**src/hw/rtl/cpg_pkg.sv**
```systemverilog
// Types and constants of the circle point generator.
package cpg_pkg;

  // Coordinate width of the center inputs.
  localparam int COORD_WIDTH = 12;
  localparam int PT_WIDTH    = COORD_WIDTH + 1;
  localparam int RAD_WIDTH   = COORD_WIDTH - 1;
  localparam int ERR_WIDTH   = 16;
  // Working width for the error update, with headroom for doubling.
  localparam int CALC_WIDTH  = ((ERR_WIDTH > COORD_WIDTH + 1) ? ERR_WIDTH : COORD_WIDTH + 1) + 3;

  // Eight mirrored points per step.
  localparam int PTS_PER_STEP = 8;
  localparam int IDX_WIDTH    = $clog2(PTS_PER_STEP);
  localparam logic [IDX_WIDTH-1:0] IDX_LAST = IDX_WIDTH'(PTS_PER_STEP - 1);

  // Request opcodes.
  localparam logic OP_START = 1'b0;
  localparam logic OP_STEP  = 1'b1;

  typedef logic signed [COORD_WIDTH-1:0] coord_t;
  typedef logic        [COORD_WIDTH-1:0] ucoord_t;
  typedef logic        [RAD_WIDTH-1:0]   radius_t;
  typedef logic signed [PT_WIDTH-1:0]    point_t;
  typedef logic signed [ERR_WIDTH-1:0]   err_t;
  typedef logic signed [CALC_WIDTH-1:0]  calc_t;
  typedef logic        [IDX_WIDTH-1:0]   idx_t;

  // One step's worth of data for the point sequencer.
  typedef struct packed {
    coord_t  cx;
    coord_t  cy;
    ucoord_t x;
    ucoord_t y;
    logic    fin;
  } burst_t;

  // Load request from the step unit to the point sequencer.
  typedef struct packed {
    logic   load;
    burst_t desc;
  } burst_req_t;

endpackage

```
**src/hw/rtl/cpg_if.sv**
```systemverilog
// Request and point channel interfaces of the circle point generator.
interface cpg_in_if import cpg_pkg::*; ();
  logic    valid;
  logic    ready;
  logic    op;
  coord_t  center_x;
  coord_t  center_y;
  radius_t radius;

  modport source (output valid, op, center_x, center_y, radius, input ready);
  modport sink (input valid, op, center_x, center_y, radius, output ready);
endinterface

interface cpg_out_if import cpg_pkg::*; ();
  logic   valid;
  logic   ready;
  point_t point_x;
  point_t point_y;
  logic   last;

  modport source (output valid, point_x, point_y, last, input ready);
  modport sink (input valid, point_x, point_y, last, output ready);
endinterface

```
**src/hw/rtl/cpg_step.sv**
```systemverilog
// Circle state registers and the per-step error update.
module cpg_step import cpg_pkg::*; (
  input  logic       clk,
  input  logic       rst,
  cpg_in_if.sink     req,
  input  logic       burst_ready,
  output burst_req_t burst
);

  coord_t  center_x_reg;
  coord_t  center_y_reg;
  ucoord_t step_x;
  ucoord_t step_y;
  err_t    error_term;
  logic    active;

  calc_t d_c, x_c, y_c, e_c, nx_c, ny_c, nd_c, err_start;
  logic  fin;
  logic  accept;

  assign req.ready = burst_ready;
  assign accept    = req.valid && req.ready;

  // Midpoint error update for the current step.
  always_comb begin
    d_c  = calc_t'(error_term);
    x_c  = calc_t'(step_x);
    y_c  = calc_t'(step_y);
    e_c  = ((d_c + y_c) <<< 1) - calc_t'(1);
    nx_c = x_c;
    ny_c = y_c;
    if (d_c < 0 && e_c <= 0) begin
      nx_c = x_c + calc_t'(1);
      nd_c = d_c + (nx_c <<< 1) + calc_t'(1);
    end else if (d_c > 0 && e_c > 0) begin
      ny_c = y_c - calc_t'(1);
      nd_c = d_c - ((ny_c <<< 1) + calc_t'(1));
    end else begin
      nx_c = x_c + calc_t'(1);
      ny_c = y_c - calc_t'(1);
      nd_c = d_c + ((nx_c - ny_c) <<< 1);
    end
    fin       = ny_c < nx_c;
    err_start = calc_t'(1) - (calc_t'(req.radius) <<< 1);
  end

  // Hand the pre-update position to the sequencer on an active step.
  always_comb begin
    burst.load    = accept && (req.op == OP_STEP) && active;
    burst.desc.cx = center_x_reg;
    burst.desc.cy = center_y_reg;
    burst.desc.x  = step_x;
    burst.desc.y  = step_y;
    burst.desc.fin = fin;
  end

  // Circle state: loaded on start, advanced on each active step.
  always_ff @(posedge clk) begin
    if (rst) begin
      center_x_reg <= '0;
      center_y_reg <= '0;
      step_x       <= '0;
      step_y       <= '0;
      error_term   <= '0;
      active       <= 1'b0;
    end else if (accept) begin
      if (req.op == OP_START) begin
        center_x_reg <= req.center_x;
        center_y_reg <= req.center_y;
        step_x       <= '0;
        step_y       <= ucoord_t'(req.radius);
        error_term   <= err_t'(err_start[ERR_WIDTH-1:0]);
        active       <= 1'b1;
      end else if (active) begin
        step_x     <= nx_c[COORD_WIDTH-1:0];
        step_y     <= ny_c[COORD_WIDTH-1:0];
        error_term <= err_t'(nd_c[ERR_WIDTH-1:0]);
        if (fin) begin
          active <= 1'b0;
        end
      end
    end
  end

endmodule

```
**src/hw/rtl/cpg_burst.sv**
```systemverilog
// Point sequencer: walks the eight mirrored points into the output register.
module cpg_burst import cpg_pkg::*; (
  input  logic       clk,
  input  logic       rst,
  input  burst_req_t burst,
  output logic       burst_ready,
  cpg_out_if.source  pts
);

  burst_t desc;
  logic   busy;
  idx_t   idx;
  logic   out_valid;
  point_t out_x;
  point_t out_y;
  logic   out_last;

  logic    can_load;
  logic    emit;
  ucoord_t a_sel;
  ucoord_t b_sel;
  point_t  cx_w, cy_w, a_w, b_w, px, py;

  assign can_load    = !out_valid || pts.ready;
  assign emit        = busy && can_load;
  assign burst_ready = !busy || ((idx == IDX_LAST) && can_load);

  assign pts.valid   = out_valid;
  assign pts.point_x = out_x;
  assign pts.point_y = out_y;
  assign pts.last    = out_last;

  // Index bit 2 swaps x and y; bit 1 negates the x offset, bit 0 the y offset.
  always_comb begin
    a_sel = idx[2] ? desc.y : desc.x;
    b_sel = idx[2] ? desc.x : desc.y;
    cx_w  = point_t'(desc.cx);
    cy_w  = point_t'(desc.cy);
    a_w   = point_t'(a_sel);
    b_w   = point_t'(b_sel);
    px    = idx[1] ? (cx_w - a_w) : (cx_w + a_w);
    py    = idx[0] ? (cy_w - b_w) : (cy_w + b_w);
  end

  // Sequencer control and output register.
  always_ff @(posedge clk) begin
    if (rst) begin
      busy      <= 1'b0;
      idx       <= '0;
      out_valid <= 1'b0;
    end else begin
      if (can_load) begin
        out_valid <= busy;
      end
      if (emit) begin
        idx <= idx + idx_t'(1);
        if (idx == IDX_LAST) begin
          busy <= 1'b0;
        end
      end
      if (burst.load) begin
        busy <= 1'b1;
        idx  <= '0;
      end
    end
  end

  // Payload registers.
  always_ff @(posedge clk) begin
    if (burst.load) begin
      desc <= burst.desc;
    end
    if (emit) begin
      out_x    <= px;
      out_y    <= py;
      out_last <= desc.fin && (idx == IDX_LAST);
    end
  end

endmodule

```
**src/hw/rtl/circle_point_generator.sv**
```systemverilog
// An accepted step request loads its position into the point sequencer, which then
// registers the first point onto the output. A step gives eight points, one per cycle
// while the sink is ready; the next step is taken as the eighth point moves into the
// output register. Start requests and steps without an active circle give no points.
// Reset (rst, synchronous) drops any circle in progress and empties the output.
module circle_point_generator import cpg_pkg::*; (
  input  logic      clk,
  input  logic      rst,
  cpg_in_if.sink    req,
  cpg_out_if.source pts
);

  burst_req_t burst;
  logic       burst_ready;

  // Circle state and error update.
  cpg_step u_step (
    .clk         (clk),
    .rst         (rst),
    .req         (req),
    .burst_ready (burst_ready),
    .burst       (burst)
  );

  // Mirrored point sequencer and output register.
  cpg_burst u_burst (
    .clk         (clk),
    .rst         (rst),
    .burst       (burst),
    .burst_ready (burst_ready),
    .pts         (pts)
  );

endmodule

```
**src/flat_wrapper.sv**
```systemverilog
// flat-port wrapper written by rule: the top's interface ports become plain ports
module circle_point_generator_flat import cpg_pkg::*;
  (clk, rst, req_valid, req_op, req_center_x, req_center_y, req_radius, req_ready, pts_valid, pts_point_x, pts_point_y, pts_last, pts_ready);
  cpg_in_if req_i ();
  cpg_out_if pts_i ();
  input  logic clk;
  input  logic rst;
  input wire logic [$bits(req_i.valid)-1:0] req_valid;
  input wire logic [$bits(req_i.op)-1:0] req_op;
  input wire logic [$bits(req_i.center_x)-1:0] req_center_x;
  input wire logic [$bits(req_i.center_y)-1:0] req_center_y;
  input wire logic [$bits(req_i.radius)-1:0] req_radius;
  output wire logic [$bits(req_i.ready)-1:0] req_ready;
  output wire logic [$bits(pts_i.valid)-1:0] pts_valid;
  output wire logic [$bits(pts_i.point_x)-1:0] pts_point_x;
  output wire logic [$bits(pts_i.point_y)-1:0] pts_point_y;
  output wire logic [$bits(pts_i.last)-1:0] pts_last;
  input wire logic [$bits(pts_i.ready)-1:0] pts_ready;
  assign req_i.valid = req_valid;
  assign req_i.op = req_op;
  assign req_i.center_x = req_center_x;
  assign req_i.center_y = req_center_y;
  assign req_i.radius = req_radius;
  assign req_ready = req_i.ready;
  assign pts_valid = pts_i.valid;
  assign pts_point_x = pts_i.point_x;
  assign pts_point_y = pts_i.point_y;
  assign pts_last = pts_i.last;
  assign pts_i.ready = pts_ready;
  circle_point_generator u_core (.clk(clk), .rst(rst), .req(req_i), .pts(pts_i));
endmodule
```
**config.mk**
```make
export PLATFORM = sky130hd
export DESIGN_NAME = circle_point_generator_flat
export DESIGN_NICKNAME = d
export VERILOG_FILES = /design/src/hw/rtl/cpg_pkg.sv /design/src/hw/rtl/cpg_if.sv /design/src/hw/rtl/cpg_step.sv /design/src/hw/rtl/cpg_burst.sv /design/src/hw/rtl/circle_point_generator.sv /design/src/flat_wrapper.sv
export SDC_FILE = /design/constraint.sdc
export NUM_CORES = 1
export LEC_CHECK = 0
export BUFFER_PORTS_ARGS = -buffer_cell sky130_fd_sc_hd__buf_2
export CORE_MARGIN = 2
export CORE_UTILIZATION = 38
export CTS_BUF_LIST = sky130_fd_sc_hd__clkbuf_4
export CTS_CLUSTER_SIZE = 10
export DETAILED_ROUTE_END_ITERATION = 8
export PLACE_DENSITY = 0.59
export SLEW_MARGIN = 20
export SYNTH_ARGS = -nofsm -noshare
export SYNTH_HDL_FRONTEND = slang
export SYNTH_SLANG_ARGS = --single-unit
export TNS_END_PERCENT = 30
```
**constraint.sdc**
```tcl
create_clock -name clk -period 6.12 [get_ports clk]
set_input_delay 0.306 -clock clk [delete_from_list [all_inputs] [get_ports clk]]
set_output_delay 0.306 -clock clk [all_outputs]
set_load 0.02 [all_outputs]
```
# Word level (Yosys, flattened, before mapping)
# Cells that the tools add are included.
totals:
  mem_bits_rw: 0
  mem_count: 0
  out_inout_bits: 29
  reg_bits: 146
  rom_bits: 0
  wordCells: 80
  latch_bits: 0
  input_bits: 40
classes:
  eq_ne: 2
  div_mod_pow: 0
  reduce_logical: 18
  n_bitwise: 1
  multipliers: 0
  order_cmp: 5
  muxes: 21
  addsub: 16
  shift: 0
op_table:
  columns: ["operator", "n"]
  rows:
  - ["two-way mux 12 bit", 6]
  - ["two-way mux 16 bit", 4]
  - ["two-way mux 13 bit", 3]
  - ["two-way mux 19 bit", 2]
  - ["adder 12 x 13 -> 13 bit", 2]
  - ["subtractor 12 x 13 -> 13 bit", 2]
  - ["greater-than comparator 19 x 1 -> 1 bit (second input constant)", 1]
  - ["<= comparator 19 x 1 -> 1 bit (second input constant)", 1]
  - ["< comparator 19 bit", 1]
  - ["subtractor 18 x 2 -> 19 bit (second input constant)", 1]
  - ["adder 16 x 13 -> 17 bit", 1]
  - ["adder 16 x 15 -> 16 bit", 1]
  - ["adder 16 bit", 1]
  - ["adder 16 x 2 -> 16 bit (second input constant)", 1]
  - ["greater-than comparator 16 x 1 -> 1 bit (second input constant)", 1]
  - ["< comparator 16 x 1 -> 1 bit (second input constant)", 1]
  - ["subtractor 16 x 15 -> 16 bit", 1]
  - ["adder 14 x 2 -> 15 bit (second input constant)", 1]
  - ["subtractor 14 x 13 -> 15 bit", 1]
  - ["adder 12 x 1 -> 13 bit (second input constant)", 1]
  - ["subtractor 1 x 12 -> 13 bit (first input constant)", 1]
  - ["subtractor 12 x 1 -> 13 bit (second input constant)", 1]
  - ["logical AND 1 bit", 8]
  - ["two-way mux 1 bit", 6]
  - ["9 further kinds", 14]

# Longest topological paths before layout
# Gate-level depths: netlist (run 1).
logic_depth:
  depth_word: 10
  ltp_mapped: 24
  depth_no_buf: 24

# By module
# Synthesis (run 1) repeated with hierarchy kept, for this count alone.
unflattened:
  hier_cells: 1353
  hier_area_um2: 11723.7
modules_own_cells:
  columns: ["module", "area_each_um2", "n_inst", "cells_per_inst", "seq_area_each_um2"]
  rows:
  - ["cpg_step", 7155.6, 1, 968, 1301.2]
  - ["cpg_burst", 4568.1, 1, 385, 2382.3]

# Worst setup path before layout (run 1)
# OpenSTA, ideal clock, no wires.
synth_timing:
  kind: "reg2reg"
  from: "register u_core.u_step.error_term[0]"
  to: "register u_core.u_step.active"
  n_path_buf: 1
  synth_period_minus_slack_ns: 4.905
  arrival_ns: 4.774
  setup_ns: 0.130
  path_stages_with_launch: 24
  required_ns: 5.990
  setup_slack_ns: 1.215
  cell_sequence: "dfxtp_1 -> ha_1 -> fa_1 -> a211oi_4 -> o21ba_1 -> o22ai_1 -> a311o_1 -> or4_4 -> nor4_4 -> a21o_4 -> and2_1 -> buf_4 -> nor2_1 -> xor2_1 -> ha_1 -> a21oi_1 -> nor2b_1 -> o21ai_0 -> nand2b_1 -> a21oi_1 -> nor2b_1 -> a311oi_2 -> o311a_1 -> nor3_2"
synth_via:
  elab_chain_cells: 10
  word_cells_on_any_way: 15
  classes_between: "add/sub: 2; order compare: 5; mux: 6; reduce/logical: 2"
synth_rtl:
  columns: ["item", "line_no", "text"]
  rows:
  - ["from (decl)", "cpg_step.sv:14", "err_t error_term;"]
  - ["from (signal assigned)", "cpg_step.sv:72", "error_term <= err_t'(err_start[ERR_WIDTH-1:0]);"]
  - ["from (signal assigned)", "cpg_step.sv:77", "error_term <= err_t'(nd_c[ERR_WIDTH-1:0]);"]
  - ["adder 16 x 13 -> 17 bit", "cpg_step.sv:29", "e_c = ((d_c + y_c) <<< 1) - calc_t'(1);"]
  - ["subtractor 18 x 2 -> 19 bit", "cpg_step.sv:29", null]
  - ["greater-than comparator 19 x 1 -> 1 bit", "cpg_step.sv:35", "end else if (d_c > 0 && e_c > 0) begin"]
  - ["logical AND 1 bit", "cpg_step.sv:35", null]
  - ["two-way mux 13 bit", "cpg_step.sv:35", null]
  - ["two-way mux 19 bit", "cpg_step.sv:32", "if (d_c < 0 && e_c <= 0) begin"]
  - ["< comparator 19 bit *", "cpg_step.sv:43", "fin = ny_c < nx_c;"]
  - ["two-way mux 1 bit *", "cpg_step.sv:78", "if (fin) begin"]
  - ["two-way mux 1 bit *", "cpg_step.sv:74", "end else if (active) begin"]
  - ["two-way mux 1 bit *", "cpg_step.sv:67", "if (req.op == OP_START) begin"]
  - ["to (signal assigned)", "cpg_step.sv:65", "active <= 1'b0;"]
  - ["to (signal assigned)", "cpg_step.sv:73", "active <= 1'b1;"]
  - ["to (signal assigned)", "cpg_step.sv:79", "active <= 1'b0;"]
  - ["to (decl)", "cpg_step.sv:15", "logic active;"]
# Every way passes the cells marked *; elsewhere a longest branch is shown, timed or not.
# A chain may end at the register's enable or synchronous reset.

==> results.sh, run 1 <==
export IMPL_firstDrtPassIters=5
export IMPL_yosys_area_share_adder_pct=13.2
export IMPL_vias=9695
export IMPL_ys_ff_latch=146
export IMPL_muxShareOfSynthArea_pct=3.86
export IMPL_start_kind="flip-flop"
export IMPL_criticalPathCategory="reg -> reg"
export IMPL_grt_pass1_vias=9291
export IMPL_clockRootBuffer="clkbuf_4"
export IMPL_max_freq_mhz=184
export IMPL_post_cts_buffers=0
export IMPL_place_port_buffers=68
export IMPL_via_per_inst=5.44
export IMPL_drt_wirelength_per_cell_um=17.2
export IMPL_gp_routability_congestion=0.886
export IMPL_crit_family="simple AND/OR/NAND/NOR gates"
export IMPL_maxSlewViolCount=0
export IMPL_ys_top_cells_by_area="edfxtp_1, dfxtp_1, ha_1, xor2_1, a21oi_1"
export IMPL_slowest_delay_ps=530
export IMPL_core_area_um2=29600
export IMPL_syn_to_final_growth_pct=11.6
export IMPL_synthCells=1297
export IMPL_die_w_um=177
export IMPL_grt_overflow_total=0
export IMPL_hold_violations=0
export IMPL_syn_area_um2=11400
export IMPL_multi_input_area_um2=7280
export IMPL_final_cell_area_um2=12700
export IMPL_fin_util_pct=43.0
export IMPL_die_h_um=177
export IMPL_power_mw=3.52
export IMPL_largest_reg_flops=25
export IMPL_clk_pin_slew_worst_paths_ps=140
export IMPL_regMostFlops="u_core.u_burst.desc"
export IMPL_clkLatencyLatePin_ps=560
export IMPL_synth_edf_count=76
export IMPL_cp_max_fo=12
export IMPL_antenna_found_initial=2
export IMPL_grt_total_usage_pct=19.9
export IMPL_fin_setup_tns_ps=0
export IMPL_cpMaxStageDelayCell="or4_4"
export IMPL_relSlewSlack_pct=32.6
export IMPL_worst_pin_slew_ps=1010
export IMPL_cp_arrival_ps=5760
export IMPL_drive_above_1_share_pct=10.9
export IMPL_yosys_area_top_type="edfxtp_1"
export IMPL_status="complete, no violations"
export IMPL_htreeDepth=4
export IMPL_finalCritPeriodShare_pct=88.6
export IMPL_synthSimpleGateAreaFrac_pct=16.9
export IMPL_start_util_pct=38.5
export IMPL_path_cells="ha_1 -> fa_1 -> a211oi_4 -> o21ba_1 -> o22ai_1 -> a311o_1 -> or4_4 -> nor4_4 -> a21o_4 -> and2_1 -> buf_4 -> nor2_1 -> xor2_1 -> ha_1 -> nand4_1 -> nor2_1 -> nand4_1 -> or3_1 -> a21o_1"
export IMPL_wl_um=30700
export IMPL_grt_pass1_wl_um=48900
export IMPL_numClockSinks=146
export IMPL_ioPinCount=69
export IMPL_power_leakage_nw=5.22
export IMPL_drtAntennaViolNets=0
export IMPL_cp_end_kind="flip-flop"
export IMPL_layout_common_cells="nand2_1, nor2_1, a21oi_1"
export IMPL_ys_types=83
export IMPL_grt_max_degree=54
export IMPL_async_flop_share_pct=0
export IMPL_finalSetupViolations=0
export IMPL_syn_nets=1453
export IMPL_drv_cap=0
export IMPL_rsz0062_at_grt="false"
export IMPL_seq_area_frac_synth_pct=32.4
export IMPL_reg_top3="u_core.u_burst.desc: 25 flops, u_core.u_step.error_term: 16 flops"
export IMPL_ys_warnings_count=0
export IMPL_period_needed_ps=5420
export IMPL_fill_cells=2889
export IMPL_synth_top_area_share_pct=20.1
export IMPL_syn_area_per_cell_um2=8.77
export IMPL_numCtsBuffers=17
export IMPL_rows=63
export IMPL_clk_path_buf_depth=2
export IMPL_drtIter0Drc=636
export IMPL_synth_compound_area_share_pct=19.3
export IMPL_final_common_cell="nand2_1"
export IMPL_vdd_drop_max_uv=124
export IMPL_cp_num_buf_inv=1
export IMPL_fp_dieArea_um2=31300
export IMPL_final_nets=1535
export IMPL_cts_tree="built"
export IMPL_p_per_area_nw_per_um2=277
export IMPL_cp_data_required_time_ps=6460
export IMPL_seq_area_um2=3680
export IMPL_finalClockSkew_ps=35.0
export IMPL_synth_top_family_by_area="compound AO/OA/AOI/OAI gates"
export IMPL_cts_resized=0
export IMPL_worstHoldPathType="in -> reg"
export IMPL_synthFlopType="edfxtp_1"
export IMPL_timing_hold_ws_ps=97.8
export IMPL_cts_hold_buf=24
export IMPL_synth_xor_area_share_pct=10.5
export IMPL_route_detailed_drc=0
export IMPL_place_area_um2=12100
export IMPL_dp_hpwl_um=23400
## path summary, 6_finish.rpt
| kind | start | end | slack, ps | depth (start not counted) |
|---|---|---|---|---|
| max | u_core.u_step.error_term[0] | u_core.u_burst.desc[0] | 700 | 19 |
| min | req_radius[1] | u_core.u_step.step_y[1] | 100 | 3 |
| max reg2reg | u_core.u_step.error_term[0] | u_core.u_burst.desc[0] | 700 | 19 |
| min reg2reg | u_core.u_step.center_x_reg[4] | u_core.u_burst.cx_w[4] | 440 | 0 |
## cell usage after synthesis (all sizes together), types with 2 or more instances
cell type / count
xor2: 72
nand2b: 12
fa: 7
and4: 2
o21bai: 9
nand4: 10
nand2: 130
a311oi: 7
or3: 12
nor4: 7
nand3: 20
o211ai: 20
or2: 8
a22oi: 2
nor2: 126
o31ai: 6
or4: 3
mux2: 7
a32o: 2
a21o: 27
a31o: 3
o21a: 8
and3: 14
ha: 109
o32ai: 3
buf: 12
a21boi: 7
a211o: 3
o21ai: 65
clkbuf: 36
inv: 55
a2bb2oi: 2
a31oi: 14
a21oi: 121
nor3: 25
a211oi: 20
nand3b: 12
nor2b: 12
xnor2: 65
mux2i: 36
dfxtp: 70
o311ai: 4
and2: 12
edfxtp: 76
a2111oi: 4
## report_power, final
| group | leakage, nW | switching, mW | internal (mW) |
|---|---|---|---|
| clock network | 0.174 | 0.358 | 0.334 |
| registers | 1.25 | 0.0830 | 1.09 |
| logic | 3.80 | 0.957 | 0.697 |
| total | 5.22 | 1.40 | 2.12 |
## stage by stage
step | setup WS (ps) | std cells
2_1_floorplan | 1220 | 1297
3_3_place_gp | 861 | 1726
3_5_place_dp | 775 | 1726
4_1_cts | 729 | 1781
5_1_grt | 350 | 1782
6_report | 695 | 1782
## metal layers
| layer | vias up | wire length, µm | part of all wire, % | GRT usage, % |
|---|---|---|---|---|
| met5 | - | 8 | 0.026 | 0 |
| met1 | 4539 | 14300 | 47 | 26.2 |
| met2 | 261 | 14500 | 47 | 34.0 |
| met3 | 37 | 1340 | 4.4 | 2.53 |
| li1 | 4856 | - | - | - |
| met4 | 2 | 578 | 1.9 | 5.48 |
## logic make-up after synthesis
| logic type | Yosys count |
|---|---|
| AOI/OAI and AO/OA | 342 |
| xor gates and xnor gates | 137 |
| adders and majority gates | 116 |
| buffers and inverters | 104 |
| DFF | 146 |
| muxes | 43 |
| and+or+nand+nor | 409 |
## final cells by class
type                            instances  share of cell area, %
Multi-Input combinational cell       1047                   57.3
Clock inverter                         11                   1.30
Antenna cell                            1                 0.0197
Timing Repair Buffer                  111                   5.69
Sequential cell                       146                   29.0
Clock buffer                           20                   1.18
Inverter                               56                   1.66
Tap cell                              390                   3.84
## worst register-to-register path, stage by stage (launching register included)
cell and delay [ps]:
dfxtp_1 420, ha_1 260, fa_1 440, a211oi_4 310
o21ba_1 180, o22ai_1 70, a311o_1 300, or4_4 530
nor4_4 530, a21o_4 240, and2_1 190, buf_4 220
nor2_1 80, xor2_1 160, ha_1 300, nand4_1 110
nor2_1 190, nand4_1 150, or3_1 370, a21o_1 160
No activity file was read; power rests on OpenSTA's default activity.
==> run 2: changes to the inputs <==
CORE_UTILIZATION = 60   (was 38)
PLACE_DENSITY = 0.78   (was 0.59)
==> run 2 against run 1 <==
Effect of this change:
- sequential power is essentially flat
- global-route usage is 9.6 points higher
- wire length is 5.3% lower
- largest power group unchanged
==> results.sh, run 2 (same netlist as run 1, synthesis figures left out) <==
export IMPL_status="complete, no violations"
export IMPL_drtIter0Drc=716
export IMPL_fin_util_pct=66.7
export IMPL_syn_to_final_growth_pct=9.36
export IMPL_layout_common_cells="nand2_1, nor2_1, a21oi_1"
export IMPL_r2r_end="u_core.u_step.active"
export IMPL_fp_dieArea_um2=20100
export IMPL_start_util_pct=61.0
export IMPL_core_area_um2=18600
export IMPL_power_mw=3.45
export IMPL_numCtsBuffers=17
export IMPL_ioPinCount=69
export IMPL_dp_hpwl_um=21500
export IMPL_firstDrtPassIters=5
export IMPL_multi_input_area_um2=7280
export IMPL_power_leakage_nw=5.18
export IMPL_rr_worst_depth=22
export IMPL_p_per_area_nw_per_um2=277
export IMPL_die_w_um=142
export IMPL_rrSetupSlack_ps=600
export IMPL_finalSetupViolations=0
export IMPL_vias=9894
export IMPL_vdd_drop_max_uv=138
export IMPL_drt_wirelength_per_cell_um=17.9
export IMPL_fill_cells=1522
export IMPL_antenna_found_initial=1
export IMPL_cp_data_required_time_ps=6580
export IMPL_drtAntennaViolNets=0
export IMPL_r2r_start="u_core.u_step.error_term[0]"
export IMPL_final_common_cell="nand2_1"
export IMPL_rsz0062_at_grt="false"
export IMPL_via_per_inst=6.10
export IMPL_grt_total_usage_pct=29.5
export IMPL_largest_reg_flops=25
export IMPL_relSlewSlack_pct=27.2
export IMPL_cp_max_fo=11
export IMPL_cp_end_kind="flip-flop"
export IMPL_start_kind="flip-flop"
export IMPL_cts_hold_buf=24
export IMPL_stdcell_count=1622
export IMPL_die_h_um=142
export IMPL_cts_resized=0
export IMPL_numClockSinks=146
export IMPL_cpMaxStageDelayCell="or4_4"
export IMPL_grt_pass1_wl_um=47300
export IMPL_rows=50
export IMPL_clk_path_buf_depth=2
export IMPL_fin_setup_tns_ps=0
export IMPL_post_cts_buffers=0
export IMPL_criticalPathCategory="reg -> reg"
export IMPL_grt_overflow_total=0
export IMPL_wl_um=29000
export IMPL_cp_arrival_ps=5970
export IMPL_hold_path_depth=3
export IMPL_htreeDepth=4
export IMPL_grt_pass1_vias=9611
export IMPL_seq_area_um2=3680
export IMPL_gp_routability_congestion=0.982
export IMPL_grt_max_degree=45
export IMPL_drv_cap=0
export IMPL_hold_violations=0
export IMPL_slowest_delay_ps=530
export IMPL_reg_top3="u_core.u_burst.desc: 25 flops, u_core.u_step.error_term: 16 flops"
export IMPL_worst_pin_slew_ps=1090
export IMPL_route_detailed_drc=0
export IMPL_clk_pin_slew_worst_paths_ps=140
export IMPL_drive_above_1_share_pct=10.4
export IMPL_maxSlewViolCount=0
export IMPL_timing_hold_ws_ps=86.2
export IMPL_regMostFlops="u_core.u_burst.desc"
export IMPL_finalClockSkew_ps=26.5
export IMPL_max_freq_mhz=181
export IMPL_hp_start="req_radius[10]"
export IMPL_worstHoldPathType="in -> reg"
export IMPL_clockRootBuffer="clkbuf_4"
export IMPL_path_cells="ha_1 -> fa_1 -> a211oi_4 -> o21ba_1 -> o22ai_1 -> a311o_1 -> or4_4 -> nor4_4 -> a21o_4 -> and2_1 -> nor2_1 -> xor2_1 -> ha_1 -> a21oi_1 -> nor2b_1 -> o21ai_0 -> nand2b_1 -> a21oi_1 -> nor2b_1 -> a311oi_2 -> o311a_1 -> nor3_2"
export IMPL_clkLatencyLatePin_ps=570
export IMPL_post_place_cells=1563
export IMPL_period_needed_ps=5520
export IMPL_cts_tree="built"
export IMPL_place_port_buffers=68
export IMPL_final_nets=1528
export IMPL_hold_end="u_core.u_step.step_y[10]"
export IMPL_finalCritPeriodShare_pct=90.1
run 2: worst max-delay path, delay by kind of cell, from the launching register on:
kind,cells,cell delay (ps)
flops,1,410
simple gates,8,1790
fa+ha+maj,3,1010
compound gates,10,2010
xor+xnor,1,170
run 2: how the worst max path moves through the flow:
stage	startpoint	end	slack (ps)	cells past startpoint
after CTS	u_core.u_step.error_term[0]	u_core.u_step.active	620	22
after global placement	u_core.u_step.error_term[0]	u_core.u_step.active	770	22
after detailed placement	u_core.u_step.error_term[0]	u_core.u_step.active	650	22
after floorplan	u_core.u_step.error_term[0]	u_core.u_step.active	1220	23
final	u_core.u_step.error_term[0]	u_core.u_step.active	600	22
after global routing	u_core.u_step.error_term[0]	u_core.u_step.active	230	22
run 2: cell type report:
type                    instances  share of cell area [%]
multi-input cells            1047                    58.5
diodes                          3                  0.0603
clock inverters                14                    1.32
well taps                     234                    2.35
flip-flops and latches        146                    29.6
inverters                      56                    1.69
clock buffers                  18                    1.09
repair buffers                104                    5.39
run 2: routing by layer:
layer / vias to the layer above / GRT usage, % / wire length [µm]
met4: 0 / 8.89 / 585
met5: - / 0 / 0
met3: 49 / 3.71 / 1780
li1: 4833 / - / -
met1: 4643 / 37.3 / 12400
met2: 369 / 52.6 / 14300
run 2: stage by stage:
stage               setup slack [ps]  cell area (µm²)
floorplan                       1220            11400
global placement                 767            11900
detailed placement               649            11900
CTS                              623            12400
global route                     230            12400
finish                           605            12400
run 2: power by group:
group | internal [mW] | switching, mW | leakage (nW)
logic | 0.686 | 0.932 | 3.77
registers | 1.09 | 0.0857 | 1.25
clock network | 0.286 | 0.368 | 0.160
total | 2.07 | 1.39 | 5.18
==> run 3: changes to the inputs <==
CORE_UTILIZATION = 54   (was 60)
PLACE_DENSITY = 0.71   (was 0.78)
==> run 3 against run 2 <==
Effect of this change:
- final cell count rose by 2.8%
- register-to-register slack improved by 100 ps
- hold slack better by 6.5 ps
- sequential power is essentially flat
- cell area increased by 0.29%
- combinational power is essentially flat
- global-route usage is 3.2 points lower
- fmax rose by 1.9%
- utilization is 6.8 points lower
- setup slack better by 100 ps
- via count decreased by 0.94%
==> results.sh, run 3 (same netlist as run 1, synthesis figures left out) <==
export IMPL_power_mw=3.35
export IMPL_fp_dieArea_um2=22200
export IMPL_via_per_inst=5.88
export IMPL_maxSlewViolCount=0
export IMPL_reg_top3="u_core.u_burst.desc: 25 flops, u_core.u_step.error_term: 16 flops"
export IMPL_gp_routability_congestion=0.942
export IMPL_drtAntennaViolNets=0
export IMPL_vias=9801
export IMPL_power_internal_mw=1.99
export IMPL_timing_hold_ws_ps=92.6
export IMPL_die_w_um=149
export IMPL_start_util_pct=54.6
export IMPL_fin_setup_tns_ps=0
export IMPL_wl_um=28800
export IMPL_comb_power_share_pct=48.8
export IMPL_clkLatencyLatePin_ps=560
export IMPL_clk_path_buf_depth=2
export IMPL_worstHoldPathType="in -> reg"
export IMPL_clockRootBuffer="clkbuf_4"
export IMPL_final_common_cell="nand2_1"
export IMPL_ioPinCount=69
export IMPL_dp_hpwl_um=21600
export IMPL_p_switching_mw=1.36
export IMPL_rows=53
export IMPL_seq_area_um2=3680
export IMPL_cts_resized=0
export IMPL_core_area_um2=20800
export IMPL_switching_share_pct=40.6
export IMPL_cp_data_required_time_ps=6540
export IMPL_drv_cap=0
export IMPL_vdd_drop_max_uv=149
export IMPL_numCtsBuffers=17
export IMPL_layout_common_cells="nand2_1, nor2_1, a21oi_1"
export IMPL_grt_pass1_wl_um=46300
export IMPL_start_kind="flip-flop"
export IMPL_max_freq_mhz=185
export IMPL_post_cts_buffers=0
export IMPL_grt_max_degree=72
export IMPL_htreeDepth=4
export IMPL_die_h_um=149
export IMPL_cp_end_kind="flip-flop"
export IMPL_post_place_cells=1610
export IMPL_cp_arrival_ps=5840
export IMPL_cts_tree="built"
export IMPL_finalSetupViolations=0
export IMPL_grt_pass1_vias=9310
export IMPL_seq_power_share_pct=35.0
export IMPL_grt_overflow_total=0
export IMPL_pwr_share_clk_pct=16.2
export IMPL_fill_cells=1836
export IMPL_firstDrtPassIters=6
export IMPL_final_nets=1534
export IMPL_place_port_buffers=68
export IMPL_hold_violations=0
export IMPL_relSlewSlack_pct=30.4
export IMPL_rsz0062_at_grt="false"
export IMPL_cp_max_fo=13
export IMPL_worst_pin_slew_ps=1040
export IMPL_antenna_found_initial=2
export IMPL_numClockSinks=146
export IMPL_stdcell_count=1668
export IMPL_clk_pin_slew_worst_paths_ps=130
export IMPL_status="complete, no violations"
export IMPL_grt_total_usage_pct=26.3
export IMPL_route_detailed_drc=0
export IMPL_criticalPathCategory="reg -> reg"
export IMPL_drive_above_1_share_pct=10.7
export IMPL_power_leakage_nw=5.18
export IMPL_drt_wirelength_per_cell_um=17.3
export IMPL_syn_to_final_growth_pct=9.68
export IMPL_largest_reg_flops=25
export IMPL_multi_input_area_um2=7280
export IMPL_regMostFlops="u_core.u_burst.desc"
export IMPL_finalClockSkew_ps=23.7
export IMPL_period_needed_ps=5410
export IMPL_drtIter0Drc=602
export IMPL_finalCritPeriodShare_pct=88.5
export IMPL_p_per_area_nw_per_um2=269
[run 3: changes by cell type in the layout (fill, tap and decap cells not counted), moves of 2 or more]
cell / before / now
clkinv_4: 3 / 0
clkinvlp_4: 2 / 4
clkinv_1: 1 / 3
bufinv_16: 3 / 1
buf_4: 12 / 18
[run 3: routing by layer]
| layer | routed length [µm] | vias up | GRT usage, % | share of wire (%) |
|---|---|---|---|---|
| met3 | 1440 | 54 | 3.46 | 5.0 |
| li1 | - | 4845 | - | - |
| met2 | 14000 | 272 | 46.1 | 49 |
| met1 | 12600 | 4628 | 33.3 | 44 |
| met4 | 795 | 2 | 9.29 | 2.8 |
| met5 | 12 | - | 0 | 0.042 |
[run 3: power groups by stage]
stage | sequential, mW | clock, mW | combinational, mW
floorplan | 1.17 | 0 | 1.26
global placement | 1.19 | 0 | 1.57
detailed placement | 1.19 | 0 | 1.60
CTS | 1.17 | 0.555 | 1.62
global route | 1.18 | 0.593 | 1.82
finish | 1.17 | 0.543 | 1.64
[run 3: area by class of cell]
cell class                      instances  share of cell area, %
Antenna cell                            2                 0.0401
Clock buffer                           19                   1.14
Clock inverter                         13                  0.772
Inverter                               56                   1.68
Multi-Input combinational cell       1047                   58.3
Sequential cell                       146                   29.5
Tap cell                              275                   2.76
Timing Repair Buffer                  110                   5.74
[run 3: repair_timing]
action / 4_1_cts / 5_1_grt
hold buffers: 24 / 0
endpoints found under the hold margin: 24 / 0
endpoints found under the setup margin: 0 / 0
[run 3: metrics by stage]
step,instance area (µm²),utilization (%),setup WS (ps)
2_1_floorplan,11400,-,1220
3_3_place_gp,12000,57.6,874
3_5_place_dp,12000,57.6,765
4_1_cts,12500,59.9,709
5_1_grt,12500,59.9,242
6_report,12500,59.9,706
[run 3: critical path, stage by stage (launching register included)]
cell and delay (ps):
dfxtp_1 410, ha_1 260, fa_1 440, a211oi_4 320, o21ba_1 180, o22ai_1 70, a311o_1 290, or4_4 530
nor4_4 510, a21o_4 230, and2_1 180, buf_4 210, nor2_1 80, xor2_1 150, ha_1 200, a21oi_1 150
nor2b_1 70, o21ai_0 140, nand2b_1 70, a21oi_1 160, nor2b_1 70, a311oi_2 280, o311a_1 230, nor3_2 50
[run 3: path summary, 6_finish.rpt]
kind                                                    start                 endpoint  slack (ps)  cells past startpoint
worst max-delay path              u_core.u_step.error_term[0]     u_core.u_step.active         710                     23
worst min-delay path                            req_radius[5]  u_core.u_step.step_y[5]          90                      3
worst max register to register    u_core.u_step.error_term[0]     u_core.u_step.active         710                     23
worst min register to register  u_core.u_step.center_y_reg[2]   u_core.u_burst.cy_w[2]         430                      0
